[config.mk]
export PLATFORM = sky130hd
export DESIGN_NAME = mcc_ram
export DESIGN_NICKNAME = d
export VERILOG_FILES = /design/src/rtl/core/mcc_ram.sv
export SDC_FILE = /design/constraint.sdc
export NUM_CORES = 1
export LEC_CHECK = 0
export BUFFER_PORTS_ARGS = -buffer_cell sky130_fd_sc_hd__buf_4
export CORE_MARGIN = 5
export CORE_UTILIZATION = 40
export DETAILED_ROUTE_END_ITERATION = 10
export GPL_TIMING_DRIVEN = 0
export PLACE_DENSITY_LB_ADDON = 0.12
export SLEW_MARGIN = 40
export SYNTH_ARGS = -nofsm -noshare
export SYNTH_HDL_FRONTEND = slang
export SYNTH_SLANG_ARGS = --single-unit
[constraint.sdc]
create_clock -name clk -period 5.5 [get_ports clk]
set_input_delay 1.65 -clock clk [delete_from_list [all_inputs] [get_ports clk]]
set_output_delay 1.65 -clock clk [all_outputs]
set_load 0.1 [all_outputs]
[src/rtl/core/mcc_ram.sv]
// Generic simple RAM: one write port, two registered read ports.
// Stand-alone; no package dependency.
module mcc_ram #(
	parameter int W = 8,
	parameter int D = 16
) (
	input  logic                 clk,
	input  logic                 we,
	input  logic [$clog2(D)-1:0] waddr,
	input  logic [W-1:0]         wdata,
	input  logic [$clog2(D)-1:0] raddr_a,
	input  logic [$clog2(D)-1:0] raddr_b,
	output logic [W-1:0]         rdata_a,
	output logic [W-1:0]         rdata_b
);

	logic [W-1:0] mem [D];

	always_ff @(posedge clk) begin
		if (we) begin
			mem[waddr] <= wdata;
		end
		rdata_a <= mem[raddr_a];
		rdata_b <= mem[raddr_b];
	end

endmodule

==> metrics <==
Starting Density=40.4%; drt first pass iters=4; worst-path cell with the longest stage delay=sky130_fd_sc_hd__nor2_2; share of the synthesized area in the top cell type=60.6%; layout cells sized above 1=37.0%; category of the worst setup path launch point=primary input; commonest register cell after synthesis=sky130_fd_sc_hd__edfxtp_1; Hold Buf Count CTS=0; most common library cells after synthesis=sky130_fd_sc_hd__edfxtp_1 (128), sky130_fd_sc_hd__mux4_2 (34), sky130_fd_sc_hd__a22oi_1 (32); final antenna diode count=0; critical path arrival=2860 ps; DRT Wirelength=15,700 um; TritonCTS clock tree=yes; clock transition at the registers of the reported paths=50 ps; area added between synthesis and finish=18.5%; DR vias=3,344; average size of a mapped cell=20.7 um^2; Peak supply drop=0.233 mV; worst max-slew margin expressed relative to the limit=55.6%; CTS resizes=0; internal reg-to-reg setup slack=4020 ps; number of cells in the design after placement=562; Hold Path End=rdata_b[1]; number of flops mapped to enable cells by yosys=128; number of different library cells in the post-synthesis netlist=20; Worst Setup Slack post-DPL=2250 ps; top-count cell post-synth=sky130_fd_sc_hd__edfxtp_1; number of fillers in the final layout=1,310; Setup TNS=0 ps; worst flop-to-flop path endpoint=rdata_b[7]; area of combinational cells with multiple inputs=2060 um^2; max-cap violations=0; register area=4160 um^2; status=finished, final reports clean; initial antenna violation count=0; Hold Crit Class=flop to flop; required arrival time at the worst endpoint=5550 ps; via count of the first global-routing pass=3,483; placed wire-length estimate=10,400 um; via/cell ratio=5.63; Final setup violation count=0; count of antenna-violating nets left after detailed routing=0; startpoint of the worst hold path=mem[11][1]; number of clock sinks=144; average routed wire per standard cell=26.5 um; CTS Root Cell=sky130_fd_sc_hd__clkbuf_16; boundary pin count=38; setup repair after global routing missed its margin=no; Syn Nets=329; post-route setup slack=2690 ps; core area=15,700 um^2; violation count after the first detailed-route iteration=250; All-Layer GR Usage=18.2%; share of flip-flops with an asynchronous set or reset after synthesis=0%; cell accounting for the most synthesized area=sky130_fd_sc_hd__edfxtp_1; x dimension of the die=136 um; Congestion Overflow GR=0; htree depth=4; synth top area cells=sky130_fd_sc_hd__edfxtp_1 (61%), sky130_fd_sc_hd__mux4_2 (12%), sky130_fd_sc_hd__mux4_1 (12%); Max Clock Skew=11.7 ps; y dimension of the die=136 um; CTS Buf Count=17; first-pass GRT wire length=22,900 um; number of hold violations in the final report=0; worst-path fanout max=8; power density of the placed cells=352 nW/um^2; non-filler instance count after layout=594; setup bufs post-CTS=0; pin count of the biggest net entering global routing=17; Synthesis Warnings=0; number of placement rows=46; count of unresolved DRC violations after routing=0; worst r2r src=mem[3][7]; sequential-to-total area share from yosys stat=65.6%; final slew viol count=0; cells along the critical path=buf_4 > or3b_2 > nor2_2; clock buffer depth=2; Leakage Power=2.57 nW; shortest period the worst path allows=2810 ps; slew of the pin with the lowest slew margin=666 ps; flop and latch count out of synthesis=144; maximum cell stage delay along the critical path=550 ps; summed instance area of the synthesized netlist=6350 um^2; gate count of the mapped netlist=307; FF-to-FF path depth=3; endpoint class of the critical path=flop; start-to-end type of the worst setup path=primary input to flop; insertion delay of the later-clocked pin in the worst-skew pair=420 ps; Die Footprint=18,500 um^2; fraction of the cycle the final worst path needs=51.1%; RePlAce Congestion=0.750; maximum frequency from static timing analysis=356 MHz; count of input and output buffers=35; Cells on Worst Hold Path=3; Worst Hold Margin=704 ps; count of nets after finishing=387
state kept, by name (all words and copies together) (netlist names):
name and cells:
rdata_b 8, mem 128, rdata_a 8
kinds of logic (layout without fill, tap and decap cells):
kind of cell           count (synthesis)  count (layout)  synth area share (%)
and+or+nand+nor                       47              47                  3.43
AOI/OAI and AO/OA                     32              32                  3.79
buffers and inverters                 20              91                  2.72
muxes                                 64              64                  24.4
DFF                                  144             144                  65.6
how the worst max path moves through the flow:
| stage | startpoint | to | slack [ps] | cells after the start |
|---|---|---|---|---|
| after floorplan | waddr[2] | mem[0][0] | 2360 | 2 |
| after global placement | waddr[2] | mem[0][1] | 1610 | 3 |
| after detailed placement | waddr[2] | mem[1][1] | 2250 | 3 |
| after CTS | waddr[2] | mem[1][2] | 2700 | 3 |
| after global routing | waddr[2] | mem[0][3] | 2660 | 4 |
| final | waddr[2] | mem[1][2] | 2690 | 3 |
critical path, delay by kind of cell:
kind / cells / cell delay, ps
simple gates: 2 / 1090
buf+inv: 1 / 120
layer usage:
metal | share of wire (%) | track usage [%]
met5 | 0 | 0
met4 | 1.7 | 6.22
met3 | 4.4 | 4.77
met2 | 51 | 29.9
met1 | 43 | 23.7
stage by stage:
step / power (mW) / util (%) / cell area, um^2
floorplan: 1.47 / - / 6350
global placement: 1.56 / 43.8 / 6880
detailed placement: 1.57 / 44.3 / 6960
CTS: 2.67 / 47.9 / 7520
global route: 2.74 / 47.9 / 7520
finish: 2.65 / 47.9 / 7520
power breakdown:
group | leakage (nW) | switching [mW] | internal, mW
Sequential | 1.29 | 0.0108 | 1.22
Combinational | 1.00 | 0.206 | 0.100
Clock | 0.279 | 0.416 | 0.687
Total | 2.57 | 0.633 | 2.01
layout by cell type, fill, tap and decap left out:
master	n
sky130_fd_sc_hd__edfxtp_1	128
sky130_fd_sc_hd__buf_4	40
sky130_fd_sc_hd__mux4_2	34
sky130_fd_sc_hd__a22oi_1	32
sky130_fd_sc_hd__mux4_1	28
sky130_fd_sc_hd__nand2_1	17
sky130_fd_sc_hd__clkbuf_16	17
sky130_fd_sc_hd__dfxtp_1	16
sky130_fd_sc_hd__nor2_2	14
sky130_fd_sc_hd__buf_2	7
sky130_fd_sc_hd__buf_6	6
sky130_fd_sc_hd__clkdlybuf4s25_2	6
sky130_fd_sc_hd__clkbuf_1	6
sky130_fd_sc_hd__clkinv_2	5
sky130_fd_sc_hd__nor3_2	4
sky130_fd_sc_hd__nor2b_1	2
sky130_fd_sc_hd__and2_1	2
sky130_fd_sc_hd__and2b_1	2
sky130_fd_sc_hd__mux4_4	2
sky130_fd_sc_hd__nand3b_1	2
sky130_fd_sc_hd__nand2b_1	2
sky130_fd_sc_hd__clkbuf_8	2
sky130_fd_sc_hd__bufinv_16	2
sky130_fd_sc_hd__nand3_1	1
sky130_fd_sc_hd__or3b_2	1
area by class of cell:
type                            count  area share [%]
Sequential cell                   144            55.4
Multi-Input combinational cell    143            27.4
Clock buffer                       25            6.32
Timing Repair Buffer               39            3.86
Tap cell                          216            3.59
Buffer                             20            2.30
Clock inverter                      7            1.13
No activity file was read; power rests on OpenSTA's default activity.
