**config.mk**
```make
export PLATFORM = sky130hd
export DESIGN_NAME = mcc_cell
export DESIGN_NICKNAME = d
export VERILOG_FILES = /design/src/rtl/core/mcc_pkg.sv /design/src/rtl/core/mcc_cell.sv
export SDC_FILE = /design/constraint.sdc
export NUM_CORES = 1
export LEC_CHECK = 0
export BUFFER_PORTS_ARGS = -buffer_cell sky130_fd_sc_hd__buf_4
export CAP_MARGIN = 20
export CORE_UTILIZATION = 52
export DETAILED_ROUTE_END_ITERATION = 6
export GPL_TIMING_DRIVEN = 0
export MAX_ROUTING_LAYER = met4
export PLACE_DENSITY = 0.95
export SLEW_MARGIN = 20
export SYNTH_ARGS = -nofsm -noshare
export SYNTH_HDL_FRONTEND = slang
export SYNTH_SLANG_ARGS = --single-unit
```
**constraint.sdc**
```tcl
create_clock -name vclk -period 6.6
set_clock_uncertainty 0.2 [all_clocks]
set_input_delay 0.99 -clock vclk [all_inputs]
set_output_delay 0.99 -clock vclk [all_outputs]
set_load 0.01 [all_outputs]
```
**src/rtl/core/mcc_pkg.sv**
```systemverilog
// Shared constants, codes and types for the minimum-coin change block.
// Used by mcc_cell, mcc_denoms and the top level; depends on nothing.
package mcc_pkg;

	localparam int MAX_DENOMS = 16;
	localparam int MAX_AMOUNT = 1023;

	localparam int VAL_W  = 10;
	localparam int TAL_W  = 10;
	localparam int DP_W   = 14;
	localparam int INF_COINS = 9999;

	localparam int IDX_W  = (MAX_DENOMS > 1) ? $clog2(MAX_DENOMS) : 1;
	localparam int CNT_W  = $clog2(MAX_DENOMS + 1);
	localparam int AMT_W  = $clog2(MAX_AMOUNT + 1);
	localparam int CMP_W  = (VAL_W > AMT_W) ? VAL_W : AMT_W;
	localparam int ADDR_W = IDX_W + AMT_W;
	localparam int RAM_DEPTH = (2 ** IDX_W) * (2 ** AMT_W);

	typedef enum logic [1:0] {
		OP_CLEAR = 2'd0,
		OP_ADD   = 2'd1,
		OP_QUERY = 2'd2
	} op_t;

	typedef enum logic [1:0] {
		STAT_OK      = 2'd0,
		STAT_UNREACH = 2'd1,
		STAT_INVALID = 2'd2
	} status_t;

	typedef enum logic [2:0] {
		S_IDLE,
		S_FILL,
		S_DRAIN,
		S_BT_RD,
		S_BT_EV,
		S_SCAN,
		S_WAIT
	} state_t;

	typedef struct packed {
		logic [AMT_W-1:0] k;
		logic [VAL_W-1:0] d;
		logic [DP_W-1:0]  a;
		logic [DP_W-1:0]  b;
	} cell_in_t;

	typedef struct packed {
		logic [DP_W-1:0] fill;
		logic            take;
	} cell_out_t;

endpackage

```
**src/rtl/core/mcc_cell.sv**
```systemverilog
// Shared compare/add unit: one table cell update or one backtrack test.
// Depends on mcc_pkg.
module mcc_cell (
	input  mcc_pkg::cell_in_t  ci,
	output mcc_pkg::cell_out_t co
);

	localparam int CW = mcc_pkg::CMP_W;
	localparam int DW = mcc_pkg::DP_W;

	logic [CW-1:0] kx;
	logic [CW-1:0] dx;
	logic [DW-1:0] b1;
	logic          eq;
	logic          zero;

	assign kx   = CW'(ci.k);
	assign dx   = CW'(ci.d);
	assign b1   = ci.b + DW'(1);
	assign eq   = (kx == dx);
	assign zero = (dx == '0);

	always_comb begin
		if (eq) begin
			co.fill = DW'(1);
		end else if (zero || kx < dx) begin
			co.fill = ci.a;
		end else begin
			co.fill = (b1 < ci.a) ? b1 : ci.a;
		end
		co.take = eq || (!zero && kx > dx && ci.a == b1);
	end

endmodule

```
==> impl_metrics.json, run 1 <==
{
  "worst-endpoint-arrival_ns": 3.67,
  "max_freq_ghz": 0.206,
  "route.detailed.drc": 0,
  "place_congestion": 0.761,
  "grt_pass1_vias": 1312,
  "grt_first_pass_wirelength_um": 4990,
  "detailed_place_hpwl_um": 2680,
  "worst-slew-pin-transition_ns": 0.745,
  "globalRouteOverflowTotal": 0,
  "drt_first_iter_violations": 34,
  "timing.critical_path.to_type": "output pin",
  "routed_wire_length_per_instance_um": 12.1,
  "syn2layout_area_growth_pct": 41.5,
  "cts-hold-fix-buffers": 0,
  "min_period_ns": 4.86,
  "synth_nets": 234,
  "maxSlewViolCount": 0,
  "post_detailed_placement_cell_area_mm2": 0.00173,
  "io_pins": 63,
  "grt.total_usage": 0.249,
  "antenna_found_initial": 0,
  "synth_sequential_area_ratio": 0,
  "layout.cell_area.non_filler_mm2": 0.00173,
  "rsz_0062_raised_after_global_routing": "no",
  "core_area_mm2": 0.00221,
  "status": "complete, no violations",
  "yosys_warnings": 0,
  "netlist-cell-type-count": 32,
  "number_of_antenna_repair_diodes": 0,
  "power_leakage_uw": 0.000891,
  "required_ns": 5.41,
  "setup.worst_path.start_class": "input port",
  "finalWirelength_um": 3060,
  "die_height_um": 50.5,
  "synthesis.instances": 161,
  "timing.max_cap.violations": 0,
  "vias": 1374,
  "post_cts_resize_count": 0,
  "avgSynthCellArea_um2": 7.61,
  "type_of_the_setup_path_with_the_least_slack": "in -> out",
  "post_cts.repair.setup_buffers": 0,
  "final_min_period_over_clock_period": 0.737,
  "synthesis.area_mm2": 0.00122,
  "hold_viol_final": 0,
  "grt_start_max_net_pins": 11,
  "nClkBuffers": 0,
  "vdd_ir_drop_max_mv": 0.0490,
  "row_count": 17,
  "starting_utilization_of_the_core_area": 0.554,
  "detail_route.first_pass.iterations": 4,
  "timing.critical_path.fanout_max": 10,
  "power.density_cell_area_mw_per_mm2": 81.3,
  "final_antenna_net_count": 0,
  "timing.hold.worst.class": "in -> out",
  "ff_latch_area_um2": 0,
  "layout_commonest_cell": "sky130_fd_sc_hd__buf_4",
  "nNetsFinal": 299,
  "die_area_mm2": 0.00255,
  "slew_headroom": 0.503,
  "drive_gt1_frac": 0.406,
  "post_drt_via_cell_ratio": 5.45,
  "seq_cell_count": 0,
  "buffer_ports.inserted": 63,
  "most_frequent_cells_in_the_layout": "64 x sky130_fd_sc_hd__buf_4, 27 x sky130_fd_sc_hd__inv_1, 25 x sky130_fd_sc_hd__ha_1, 11 x sky130_fd_sc_hd__nor2_1, 11 x sky130_fd_sc_hd__a211oi_2",
  "setup-tns-final_ns": 0,
  "setup_viol": 0,
  "die_width_um": 50.5
}
## per-stage QoR
step                total power [µW]  instances  hold WS (ns)  utilization  worst slack, ns
global route                     154        252          2.16        0.783             1.44
floorplan                       83.2        161          1.91            -             2.26
finish                           141        252          2.13        0.783             1.74
CTS                              141        252          2.13        0.783             1.75
global placement                 137        252          2.13        0.783             1.78
detailed placement               140        252          2.13        0.783             1.75
## kinds of logic (layout without fill, tap and decap cells)
logic type | after synthesis | in the layout | synth area share
AOI/OAI and AO/OA | 37 | 37 | 0.278
xor gates and xnor gates | 12 | 12 | 0.0858
adders and majority gates | 25 | 25 | 0.255
buffers and inverters | 31 | 94 | 0.117
and+or+nand+nor | 56 | 56 | 0.264
## final timing paths
path                  startpoint  endpoint  slack (ns)  cells after the start
worst max-delay path       ci[0]    co[13]        1.74                     14
worst min-delay path      ci[14]     co[1]        2.13                      4
## synth_stat cells, drive strengths merged (2+ instances only)
cell	number	area share
nand4	5	0.026
xor2	7	0.050
a211oi	14	0.13
nand2	11	0.036
ha	25	0.26
xnor2	5	0.036
o21ai	6	0.025
buf	3	0.032
and3	4	0.020
nand3	8	0.033
nor4	2	0.015
nor2	11	0.034
inv	27	0.083
nor3	13	0.090
a21oi	10	0.041
## power breakdown
group	total, µW	leakage, µW	internal (µW)	switching, µW
Combinational	141	0.000891	71.8	69.1
Sequential	0	0	0	0
Clock	0	0	0	0
## critical path: stages
cell	delay, ns
sky130_fd_sc_hd__buf_4	0.11
sky130_fd_sc_hd__ha_1	0.20
sky130_fd_sc_hd__nand4_1	0.17
sky130_fd_sc_hd__nor2_1	0.18
sky130_fd_sc_hd__and2_1	0.15
sky130_fd_sc_hd__xor2_1	0.24
sky130_fd_sc_hd__ha_1	0.28
sky130_fd_sc_hd__nand2_1	0.12
sky130_fd_sc_hd__o21ai_0	0.16
sky130_fd_sc_hd__a221oi_1	0.35
sky130_fd_sc_hd__nand2_2	0.14
sky130_fd_sc_hd__buf_6	0.19
sky130_fd_sc_hd__a211oi_2	0.23
sky130_fd_sc_hd__buf_4	0.16
## metal layers
layer | up-vias | global-route usage | part of all wire
met5 | - | - | 0
met1 | 610 | 0.249 | 0.41
met4 | 0 | 0.0231 | 0.0039
met2 | 53 | 0.529 | 0.53
met3 | 4 | 0.0152 | 0.057
li1 | 707 | - | -
## layout make-up
type / instances / area, µm²
Buffer: 4 / 42.5
Fill cell: 169 / 479
Inverter: 27 / 101
Multi-Input combinational cell: 130 / 1080
Tap cell: 28 / 35.0
Timing Repair Buffer: 63 / 473
Note: power is estimated with default switching activity, not from simulation.
==> run 2: changes to the inputs <==
Settings changed: CORE_UTILIZATION 52 to 44, PLACE_DENSITY 0.95 to 0.89.
Clock period 6.6 ns to 4 ns, I/O delays scaled along.
==> impl_metrics.json, run 2 (synthesis results as in run 1) <==
{
  "rsz_0062_raised_after_global_routing": "yes",
  "maxSlewViolCount": 0,
  "power_leakage_uw": 0.000945,
  "timing.hold.worst_path_depth": 4,
  "grt.total_usage": 0.212,
  "detail_route.first_pass.iterations": 4,
  "finalWirelength_um": 3610,
  "nNetsFinal": 304,
  "antenna_found_initial": 0,
  "grt_pass1_vias": 1210,
  "crit_path_max_delay_family": "simple AND/OR/NAND/NOR gates",
  "ff_latch_area_um2": 0,
  "die_width_um": 54.8,
  "worst-endpoint-arrival_ns": 3.15,
  "status": "complete, no violations",
  "fill_cells": 196,
  "setup.worst_path.start_class": "input port",
  "timing.hold.worst.class": "in -> out",
  "timing.critical_path.fanout_max": 10,
  "nClkBuffers": 0,
  "whs_endpoint": "co[1]",
  "routed_wire_length_per_instance_um": 13.9,
  "place.detailed.instances": 254,
  "cell_type_of_the_slowest_stage_on_the_worst_timing_path": "sky130_fd_sc_hd__nor3_4",
  "final-instance-count-excl-fill": 259,
  "die_height_um": 54.8,
  "syn2layout_area_growth_pct": 49.6,
  "core_area_mm2": 0.00254,
  "min_from": "ci[14]",
  "detailed_place_hpwl_um": 2670,
  "slew_headroom": 0.489,
  "final_antenna_net_count": 0,
  "required_ns": 3.20,
  "setup-tns-final_ns": 0,
  "max_freq_ghz": 0.253,
  "cts-hold-fix-buffers": 0,
  "globalRouteOverflowTotal": 0,
  "starting_utilization_of_the_core_area": 0.481,
  "vdd_ir_drop_max_mv": 0.0853,
  "final_min_period_over_clock_period": 0.988,
  "buffer_ports.inserted": 63,
  "crit_path_cell_trace": "buf_4 -> nand4_1 -> nor3_4 -> and3_1 -> xor2_2 -> ha_1 -> a21oi_1 -> o21ai_1 -> a221oi_2 -> nand2_2 -> buf_6 -> a211oi_2 -> buf_4",
  "die_area_mm2": 0.00300,
  "most_frequent_cells_in_the_layout": "68 x sky130_fd_sc_hd__buf_4, 27 x sky130_fd_sc_hd__inv_1, 25 x sky130_fd_sc_hd__ha_1, 11 x sky130_fd_sc_hd__a211oi_2",
  "hold_viol_final": 0,
  "post_drt_via_cell_ratio": 5.65,
  "timing.critical_path.to_type": "output pin",
  "min_period_ns": 3.95,
  "number_of_antenna_repair_diodes": 0,
  "critical_path.most_common_cell": "sky130_fd_sc_hd__buf_4",
  "row_count": 18,
  "drive_gt1_frac": 0.450,
  "startpoint": "ci[6]",
  "setup_viol": 0,
  "timing.critical_path.buf_inv": 3,
  "crit_path_max_incr_delay_ns": 0.29,
  "route.detailed.drc": 0,
  "grt_start_max_net_pins": 11,
  "seq_cell_count": 0,
  "drt_first_iter_violations": 34,
  "multi_input_gate_area_mm2": 0.00114,
  "power.density_cell_area_mw_per_mm2": 136,
  "vias": 1464,
  "place_congestion": 0.746,
  "timing.max_cap.violations": 0,
  "worst-slew-pin-transition_ns": 0.766,
  "grt_first_pass_wirelength_um": 4710,
  "io_pins": 63,
  "type_of_the_setup_path_with_the_least_slack": "in -> out",
  "layout_commonest_cell": "sky130_fd_sc_hd__buf_4"
}
==> run 2: cell count changes in the layout (fill, tap and decap cells not counted), moves of 2 or more <==
cell and change:
sky130_fd_sc_hd__buf_4 +4, sky130_fd_sc_hd__o21ai_0 -2, sky130_fd_sc_hd__o21ai_1 +2, sky130_fd_sc_hd__xor2_1 -3, sky130_fd_sc_hd__xor2_2 +3
==> run 2: metal layers <==
layer,vias to the layer above,global-route usage,wire (µm)
li1,719,-,-
met1,663,0.236,1380
met2,75,0.414,1880
met3,7,0.0139,307
met4,0,0.0214,44
met5,-,-,0
==> run 2: through the flow <==
| step | setup WS, ns | total power (µW) | util | instance area (µm²) | hold slack [ns] |
|---|---|---|---|---|---|
| 6_report | 0.0471 | 249 | 0.720 | 1830 | 1.37 |
| 5_1_grt | -0.0927 | 271 | 0.720 | 1830 | 1.38 |
| 4_1_cts | 0.0492 | 236 | 0.687 | 1750 | 1.37 |
| 3_5_place_dp | -0.0622 | 231 | 0.682 | 1740 | 1.37 |
| 3_3_place_gp | -0.0303 | 227 | 0.682 | 1740 | 1.36 |
| 2_1_floorplan | 0.437 | 137 | - | 1220 | 1.13 |
==> run 2: where the power goes <==
part / switching, µW / internal, µW
combinational: 123 / 126
clock: 0 / 0
sequential: 0 / 0
total: 123 / 126
==> run 2: cell type report <==
| type | count | area share |
|---|---|---|
| Inverter | 27 | 0.0553 |
| Tap cell | 30 | 0.0205 |
| Multi-Input combinational cell | 130 | 0.620 |
| Timing Repair Buffer | 68 | 0.278 |
| Buffer | 4 | 0.0253 |
==> run 2: worst max-delay path by stage <==
stage / end / cells past startpoint
after floorplan: co[6] / 12
after global placement: co[8] / 14
after detailed placement: co[13] / 14
after CTS: co[7] / 14
after global routing: co[12] / 13
final: co[13] / 13
==> run 2: what timing repair did <==
item | 4_1_cts | 5_1_grt
setup endpoints to repair | 9 | 14
pin swaps | 1 | 8
buffers inserted | 1 | 4
resized for setup | 1 | 11
