===== src/rtl/core/mcc_pkg.sv =====
// Shared constants, codes and types for the minimum-coin change block.
// Used by mcc_cell, mcc_denoms and the top level; depends on nothing.
package mcc_pkg;

	localparam int MAX_DENOMS = 16;
	localparam int MAX_AMOUNT = 1023;

	localparam int VAL_W  = 10;
	localparam int TAL_W  = 10;
	localparam int DP_W   = 14;
	localparam int INF_COINS = 9999;

	localparam int IDX_W  = (MAX_DENOMS > 1) ? $clog2(MAX_DENOMS) : 1;
	localparam int CNT_W  = $clog2(MAX_DENOMS + 1);
	localparam int AMT_W  = $clog2(MAX_AMOUNT + 1);
	localparam int CMP_W  = (VAL_W > AMT_W) ? VAL_W : AMT_W;
	localparam int ADDR_W = IDX_W + AMT_W;
	localparam int RAM_DEPTH = (2 ** IDX_W) * (2 ** AMT_W);

	typedef enum logic [1:0] {
		OP_CLEAR = 2'd0,
		OP_ADD   = 2'd1,
		OP_QUERY = 2'd2
	} op_t;

	typedef enum logic [1:0] {
		STAT_OK      = 2'd0,
		STAT_UNREACH = 2'd1,
		STAT_INVALID = 2'd2
	} status_t;

	typedef enum logic [2:0] {
		S_IDLE,
		S_FILL,
		S_DRAIN,
		S_BT_RD,
		S_BT_EV,
		S_SCAN,
		S_WAIT
	} state_t;

	typedef struct packed {
		logic [AMT_W-1:0] k;
		logic [VAL_W-1:0] d;
		logic [DP_W-1:0]  a;
		logic [DP_W-1:0]  b;
	} cell_in_t;

	typedef struct packed {
		logic [DP_W-1:0] fill;
		logic            take;
	} cell_out_t;

endpackage


===== src/rtl/core/mcc_denoms.sv =====
// Sorted denomination list with ordered insert and clear.
// Depends on mcc_pkg.
module mcc_denoms (
	input  logic                              clk,
	input  logic                              arst_n,
	input  logic                              clear,
	input  logic                              add,
	input  logic [mcc_pkg::VAL_W-1:0]         add_value,
	input  logic [mcc_pkg::IDX_W-1:0]         rd_idx,
	output logic [mcc_pkg::VAL_W-1:0]         rd_data,
	output logic [mcc_pkg::CNT_W-1:0]         count
);

	localparam int N = mcc_pkg::MAX_DENOMS;

	logic [mcc_pkg::VAL_W-1:0] list_q [N];
	logic [mcc_pkg::VAL_W-1:0] list_d [N];
	logic [mcc_pkg::CNT_W-1:0] count_q;
	logic [N-1:0]              ins;
	logic                      full;

	assign full    = (int'(count_q) >= N);
	assign count   = count_q;
	assign rd_data = list_q[rd_idx];

	// entries at or past the insert point shift up by one
	for (genvar i = 0; i < N; i++) begin : g_ins
		assign ins[i] = (i >= int'(count_q)) || (list_q[i] > add_value);
		if (i == 0) begin : g_first
			assign list_d[i] = ins[i] ? add_value : list_q[i];
		end else begin : g_rest
			assign list_d[i] = !ins[i] ? list_q[i] :
				(!ins[i-1] ? add_value : list_q[i-1]);
		end
	end

	always_ff @(posedge clk or negedge arst_n) begin
		if (!arst_n) begin
			count_q <= '0;
		end else if (clear) begin
			count_q <= '0;
		end else if (add && !full) begin
			count_q <= count_q + mcc_pkg::CNT_W'(1);
		end
	end

	always_ff @(posedge clk) begin
		if (add && !clear && !full) begin
			for (int i = 0; i < N; i++) begin
				list_q[i] <= list_d[i];
			end
		end
	end

endmodule


===== config.mk =====
export PLATFORM = sky130hd
export DESIGN_NAME = mcc_denoms
export DESIGN_NICKNAME = d
export VERILOG_FILES = /design/src/rtl/core/mcc_pkg.sv /design/src/rtl/core/mcc_denoms.sv
export SDC_FILE = /design/constraint.sdc
export NUM_CORES = 1
export LEC_CHECK = 0
export ABC_AREA = 0
export BUFFER_PORTS_ARGS = -buffer_cell sky130_fd_sc_hd__buf_2
export CORE_ASPECT_RATIO = 0.75
export CORE_UTILIZATION = 60
export CTS_CLUSTER_SIZE = 16
export DETAILED_ROUTE_END_ITERATION = 7
export PLACE_DENSITY = 0.85
export SLEW_MARGIN = 30
export SYNTH_ARGS = -nofsm -noshare
export SYNTH_HDL_FRONTEND = slang
export SYNTH_SLANG_ARGS = --single-unit
export TNS_END_PERCENT = 20

===== constraint.sdc =====
create_clock -name clk -period 3.8 [get_ports clk]
set_input_delay 1.14 -clock clk [delete_from_list [all_inputs] [get_ports clk]]
set_output_delay 1.14 -clock clk [all_outputs]
set_load 0.005 [all_outputs]

==> summary.md, run 1 <==
| Metric | Value |
|---|---|
| Outcome | complete, no violations |
| Fin. max-slew vios | 0 |
| Cell Count, Final, Fillers Out | 1236 |
| Slowest cell on crit path | mux4_2 |
| Row count | 43 |
| Syn_nets | 1061 |
| Reg2reg setup slack | 0.82 ns |
| CP most frequent cell | mux4_2 |
| Core footprint | 0.0188 mm2 |
| P&R area growth vs syn | 13.5% |
| Pleak | 5.26 nW |
| Most common cell after layout, fill and taps aside | edfxtp_1 |
| Die Width | 163 um |
| WHS | 0.506 ns |
| Max transition margin | 44.0% |
| Total power | 4.67 mW |
| Fillers | 1256 |
| Global route hottest layer | met2 |
| DR WL/cell | 27.6 um |
| First-pass GRT wire length | 51000 um |
| GRT Resource Usage Total | 35.4% |
| Seq pwr share | 46.7% |
| Sequential-to-total area share from yosys stat | 42.0% |
| H-tree Lvls | 4 |
| Final Hold Fails | 0 |
| Clock group share of total power | 36.2% |
| Post-synth EDFFs | 160 |
| Post-layout min period | 3.80 ns |
| Ant diodes | 0 |
| Clk_lat worst skew | 0.44 ns |
| Logic pwr share | 17.1% |
| DRC viols | 0 |
| Gp weighted congestion | 0.972 |
| Post-Syn Area | 0.0117 mm2 |
| Synthesized flop and latch total | 165 |
| Final setup vio count | 0 |
| Crit Path Max Fanout | 11 |
| GR Util met3 | 8.22% |
| Vias per inst | 7.01 |
| Internal power | 3.41 mW |
| CTS Hold Bufs | 0 |
| Die Y | 123 um |
| Setup TNS | 0 ns |
| Delay-heaviest family, CP | multiplexers |
| GR Util met2 | 52.0% |
| YS warnings | 0 |
| Port buffer count | 32 |
| CP Class | in -> out |
| Slowest stage delay, CP | 0.54 ns |
| GRT met1 Usage | 51.7% |
| Iter 0 DRT Violations | 1510 |
| Clk_skew | 0.0117 ns |
| Crit-path cells | buf_12, buf_16, mux4_2, mux4_2, buf_2 |
| IO Pins | 33 |
| Distinct cells, synth | 58 |
| Cells after Synth | 890 |
| Highest-count cells in the layout ignoring fill and taps | edfxtp_1, ha_1, mux2_2 |
| Post-route ant nets | 0 |
| Maxcap violations | 0 |
| Tcrit/Tclk final | 100% |
| Root Driver | clkbuf_16 |
| CP Data Required Time | 2.66 ns |
| Clock Sinks | 165 |
| Max clock buf depth | 2 |
| Switching portion of total power | 26.8% |
| Reg clk slew, reported paths | 0.06 ns |
| Post-DP HPWL | 25500 um |
| Drt pass-1 iters | 6 |
| Drt total wl | 34100 um |
| Critical path capture point type | output pin |
| Avg Inst Size Synth | 13.2 um2 |
| CP arrival | 2.66 ns |
| Min-Delay Path Class | in -> async |
| Die area | 0.0201 mm2 |
| CTS Buf Count | 17 |
| Vias in the first global route | 8348 |
| Maximum vdd ir drop | 0.347 mV |
| CTS tree | built |
| FMAX | 0.263 GHz |
| Dpl cells | 1203 |
| Layout cells sized above 1 | 34.5% |
| Largest net degree at the start of global routing | 40 |
| Vias | 8664 |
| Fin nets | 1149 |
| Ys async rst share | 3.03% |
| Critical path buffers and inverters | 3 |
| Grt total ovfl | 0 |
| Switching power | 1.25 mW |
| Initial antenna violation count | 0 |
| Startpoint types | input pin |
| Slew @ Worst Pin | 0.833 ns |
| Initial Util | 62.3% |
| PwrDens | 350 mW/mm2 |
| RSZ-0062 raised after global routing | no |
| Ys flop type | edfxtp_1 |
==> final timing paths <==
kind / end / startpoint / depth (start not counted)
max in group asynchronous: count[1] / arst_n / 1
hold / removal: count[2] / arst_n / 1
setup / recovery: rd_data[9] / rd_idx[0] / 5
hold reg to reg: list_q[10][1] / list_q[9][1] / 1
min in group clk: list_q[10][1] / list_q[9][1] / 1
setup reg to reg: list_q[7][9] / count[0] / 8
==> synthesized netlist by cell type, drive strengths merged, types with 3 or more instances <==
cell type,instances,area share (%)
edfxtp,160,41
ha,153,16
mux2,153,15
a21oi,62,2.7
mux4,50,9.6
inv,41,1.3
nand2,36,1.2
buf,26,1.2
nand4,25,1.3
o21ai,23,0.98
nor2,19,0.61
clkbuf,15,0.48
nand3,13,0.55
and2,11,0.59
nand2b,11,0.59
a211oi,9,0.58
nor3,8,0.34
o31ai,8,0.51
a31oi,6,0.32
a21o,5,0.32
and4,5,0.37
dfrtp,5,1.1
nor2b,5,0.27
nor3b,3,0.19
o311ai,3,0.22
or3,3,0.16
==> layout make-up <==
type | count | area, um2 | share of cell area (%)
multi-input combinational | 643 | 6490 | 48.7
sequential | 165 | 4930 | 37.0
clock inverter | 11 | 111 | 0.836
tap | 247 | 309 | 2.32
inverter | 41 | 154 | 1.16
timing repair buffer | 110 | 892 | 6.70
clock buffer | 19 | 433 | 3.25
==> worst reg2reg max path, cell delays in order (launching register included) <==
cell	delay (ns)
dfrtp_1	0.55
inv_1	0.14
ha_1	0.24
and2b_1	0.26
a31oi_1	0.14
or4b_1	0.57
o22ai_2	0.15
buf_4	0.30
mux2_2	0.38
==> power groups by stage <==
stage	Sequential (mW)	Clock [mW]	Combinational, mW
finish	2.18	1.69	0.797
global placement	2.21	0	0.711
detailed placement	2.21	0	0.750
global route	2.18	1.75	0.862
floorplan	2.16	0	0.489
CTS	2.18	1.69	0.770
==> metal layers <==
layer  share of wire, %  routed length (um)
met5                  0                   0
met4                3.2                1110
met3                 12                4250
met2                 42               14300
met1                 42               14400
==> logic make-up after synthesis <==
kind of cell	Yosys count	synth area share, %
xor gates and xnor gates	3	0.224
adders and majority gates	153	16.3
and+or+nand+nor	145	6.57
DFF	165	42.0
AOI/OAI and AO/OA	139	7.35
buffers and inverters	82	2.95
muxes	203	24.6
==> stage by stage <==
stage                     util, %  instance area (um2)  setup slack [ns]
after detailed placement     67.2                12700           -0.0872
final                        70.7                13300          0.000771
after global placement       67.2                12600           -0.0519
after floorplan                 -                11700             0.125
after global routing         70.7                13300           0.00258
after CTS                    70.5                13300            0.0175
==> timing repair <==
action / in CTS / in global routing
gates resized for setup: 7 / 1
buffers inserted: 0 / 0
gates cloned: 2 / 1
endpoints found under the setup margin: 10 / 1
==> sequential cells by signal, indices dropped and copies added (netlist names) <==
signal	count
list_q	160
count	5
(Power assumes the default switching activity.)
==> run 2: changes to the inputs <==
--- a/config.mk
+++ b/config.mk
@@ -11,7 +11,7 @@
 export CORE_UTILIZATION = 60
 export CTS_CLUSTER_SIZE = 16
 export DETAILED_ROUTE_END_ITERATION = 7
-export PLACE_DENSITY = 0.85
+export PLACE_DENSITY = 0.83
 export SLEW_MARGIN = 30
 export SYNTH_ARGS = -nofsm -noshare
 export SYNTH_HDL_FRONTEND = slang
==> run 2 against run 1 <==
  * Critical path depth stayed put
  * First-iteration DRC count shrank 2.9%
  * Sequential cell count stayed put
  * Die area stayed put
  * Highest routed layer is now met5
  * Critical path type unchanged
==> summary.md, run 2 (synthesis results as in run 1) <==
| Metric | Value |
|---|---|
| Initial antenna violation count | 1 (+1) |
| First-pass GRT wire length | 50300 um (-1.4%) |
| Clock Sinks | 165 (unchanged) |
| Grt total ovfl | 0 (unchanged) |
| CTS Buf Count | 17 (unchanged) |
| WHS | 0.497 ns (-0.00935 ns) |
| Maxcap violations | 0 (unchanged) |
| Slew @ Worst Pin | 0.710 ns (-0.123 ns) |
| Max clock buf depth | 2 (unchanged) |
| Reg2reg setup slack | 0.96 ns (+0.14 ns) |
| Total power | 4.71 mW (+1.0%) |
| Row count | 43 (unchanged) |
| Place WS | -0.0707 ns (+0.0165 ns) |
| Reg clk slew, reported paths | 0.07 ns (about the same) |
| H-tree Lvls | 4 (unchanged) |
| Max transition margin | 52.6% (+8.6 points) |
| Post-layout min period | 3.77 ns (-0.0303 ns) |
| PwrDens | 356 mW/mm2 (+1.7%) |
| Tcrit/Tclk final | 99.2% (-0.80 points) |
| Die area | 0.0201 mm2 (unchanged) |
| Final Hold Fails | 0 (unchanged) |
| Postcts setup bufs | 0 (unchanged) |
| Largest net degree at the start of global routing | 22 (-45%) |
| Fin nets | 1138 (-0.96%) |
| Final setup vio count | 0 (unchanged) |
| Min-Delay Path Class | in -> async |
| Drt total wl | 34300 um (+0.59%) |
| Gp weighted congestion | 1.03 (+6.3%) |
| DR WL/cell | 27.9 um (+1.2%) |
| FMAX | 0.265 GHz (+0.80%) |
| Port buffer count | 32 (unchanged) |
| Crit-path cells | buf_12, buf_12, mux4_2, mux4_2, buf_2 |
| Clk_lat worst skew | 0.45 ns (about the same) |
| Highest-count cells in the layout ignoring fill and taps | edfxtp_1, ha_1, mux2_2 |
| CP Data Required Time | 2.66 ns (about the same) |
| Slowest stage delay, CP | 0.54 ns (about the same) |
| Slowest cell on crit path | mux4_2 |
| RSZ-0062 raised after global routing | no |
| Root Driver | clkbuf_16 |
| P&R area growth vs syn | 12.7% |
| Vias in the first global route | 8139 (-2.5%) |
| Outcome | complete, no violations |
| CP arrival | 2.63 ns (-0.03 ns) |
| Initial Util | 62.3% (unchanged) |
| Post-route ant nets | 0 (unchanged) |
| Clk_skew | 0.0138 ns (+0.00211 ns) |
| Most common cell after layout, fill and taps aside | edfxtp_1 |
| Max reg flops | 160 (unchanged) |
| CTS tree | built |
| Critical path capture point type | output pin |
| CP Class | in -> out |
| Pleak | 5.20 nW (-1.1%) |
| Setup ws final | 0.0310 ns (+0.0303 ns) |
| DRC viols | 0 (unchanged) |
| Die Width | 163 um (unchanged) |
| Setup TNS | 0 ns (unchanged) |
| CTS Hold Bufs | 0 (unchanged) |
| Die Y | 123 um (unchanged) |
| Drt pass-1 iters | 5 (-1) |
| Fin. max-slew vios | 0 (unchanged) |
| Dpl cells | 1193 (-0.83%) |
| Layout cells sized above 1 | 34.3% (-0.19 points) |
| Startpoint types | input pin |
| IO Pins | 33 (unchanged) |
| Vias | 8523 (-1.6%) |
| Maximum vdd ir drop | 0.241 mV (-31%) |
| Largest Register | list_q |
| Iter 0 DRT Violations | 1466 (-2.9%) |
| GRT Resource Usage Total | 35.1% (-0.35 points) |
| Crit Path Max Fanout | 7 (-4) |
| Cell Count, Final, Fillers Out | 1228 (-0.65%) |
| Vias per inst | 6.94 (-0.99%) |
| Post-DP HPWL | 26000 um (+2.2%) |
| Core footprint | 0.0188 mm2 (unchanged) |
## run 2: cell types whose count changed in the layout (fill, tap and decap cells not counted), moves of 2 or more
cell        previous run  this run
buf_4                 69        60
clkinv_2               3         0
inv_6                  1         3
inv_8                  0         3
buf_16                 3         1
clkinv_4               1         3
clkbuf_1               2         0
clkinvlp_4             1         3
## run 2: metrics by stage
step / instance area [um2] / util (%)
6_report: 13200 / 70.2
5_1_grt: 13200 / 70.2
4_1_cts: 13200 / 70.0
3_5_place_dp: 12600 / 66.8
3_3_place_gp: 12600 / 66.8
2_1_floorplan: 11700 / -
## run 2: worst paths after layout
kind / to / cells after the start / from
min in group clk: list_q[12][0] / 1 / list_q[11][0]
max in group asynchronous: count[0] / 1 / arst_n
max reg2reg: list_q[7][9] / 8 / count[0]
min: count[4] / 1 / arst_n
max: rd_data[3] / 5 / rd_idx[0]
min reg2reg: list_q[12][0] / 1 / list_q[11][0]
## run 2: report_power, final
group	switching [mW]	total (mW)	internal, mW	leakage [nW]
clock	0.838	1.76	0.920	0.271
sequential	0.0943	2.18	2.09	1.57
combinational	0.413	0.773	0.359	3.36
## run 2: area by class of cell
class / count / area [um2]
Clock buffer: 17 / 425
Timing Repair Buffer: 99 / 778
Inverter: 41 / 154
Sequential cell: 165 / 4930
Fill cell: 1262 / 5600
Multi-Input combinational cell: 643 / 6480
Clock inverter: 15 / 146
Tap cell: 247 / 309
Antenna cell: 1 / 2.50
## run 2: routing by layer
layer / vias to the layer above / global-route usage (%) / wire [um]
met1: 4155 / 51.3 / 14400
met5: - / 0 / 13
li1: 3701 / - / -
met3: 78 / 7.45 / 3980
met4: 2 / 13.1 / 1050
met2: 587 / 51.4 / 14800
## run 2: worst max-delay path, delay by kind of cell
family | cells | cell delay (ns)
mux | 2 | 1.06
buf+inv | 3 | 0.42
## run 2: repair_timing
action / in CTS / in global routing
cloned: 1 / 1
resized for setup: 3 / 2
pin swaps: 0 / 0
setup endpoints to repair: 10 / 4
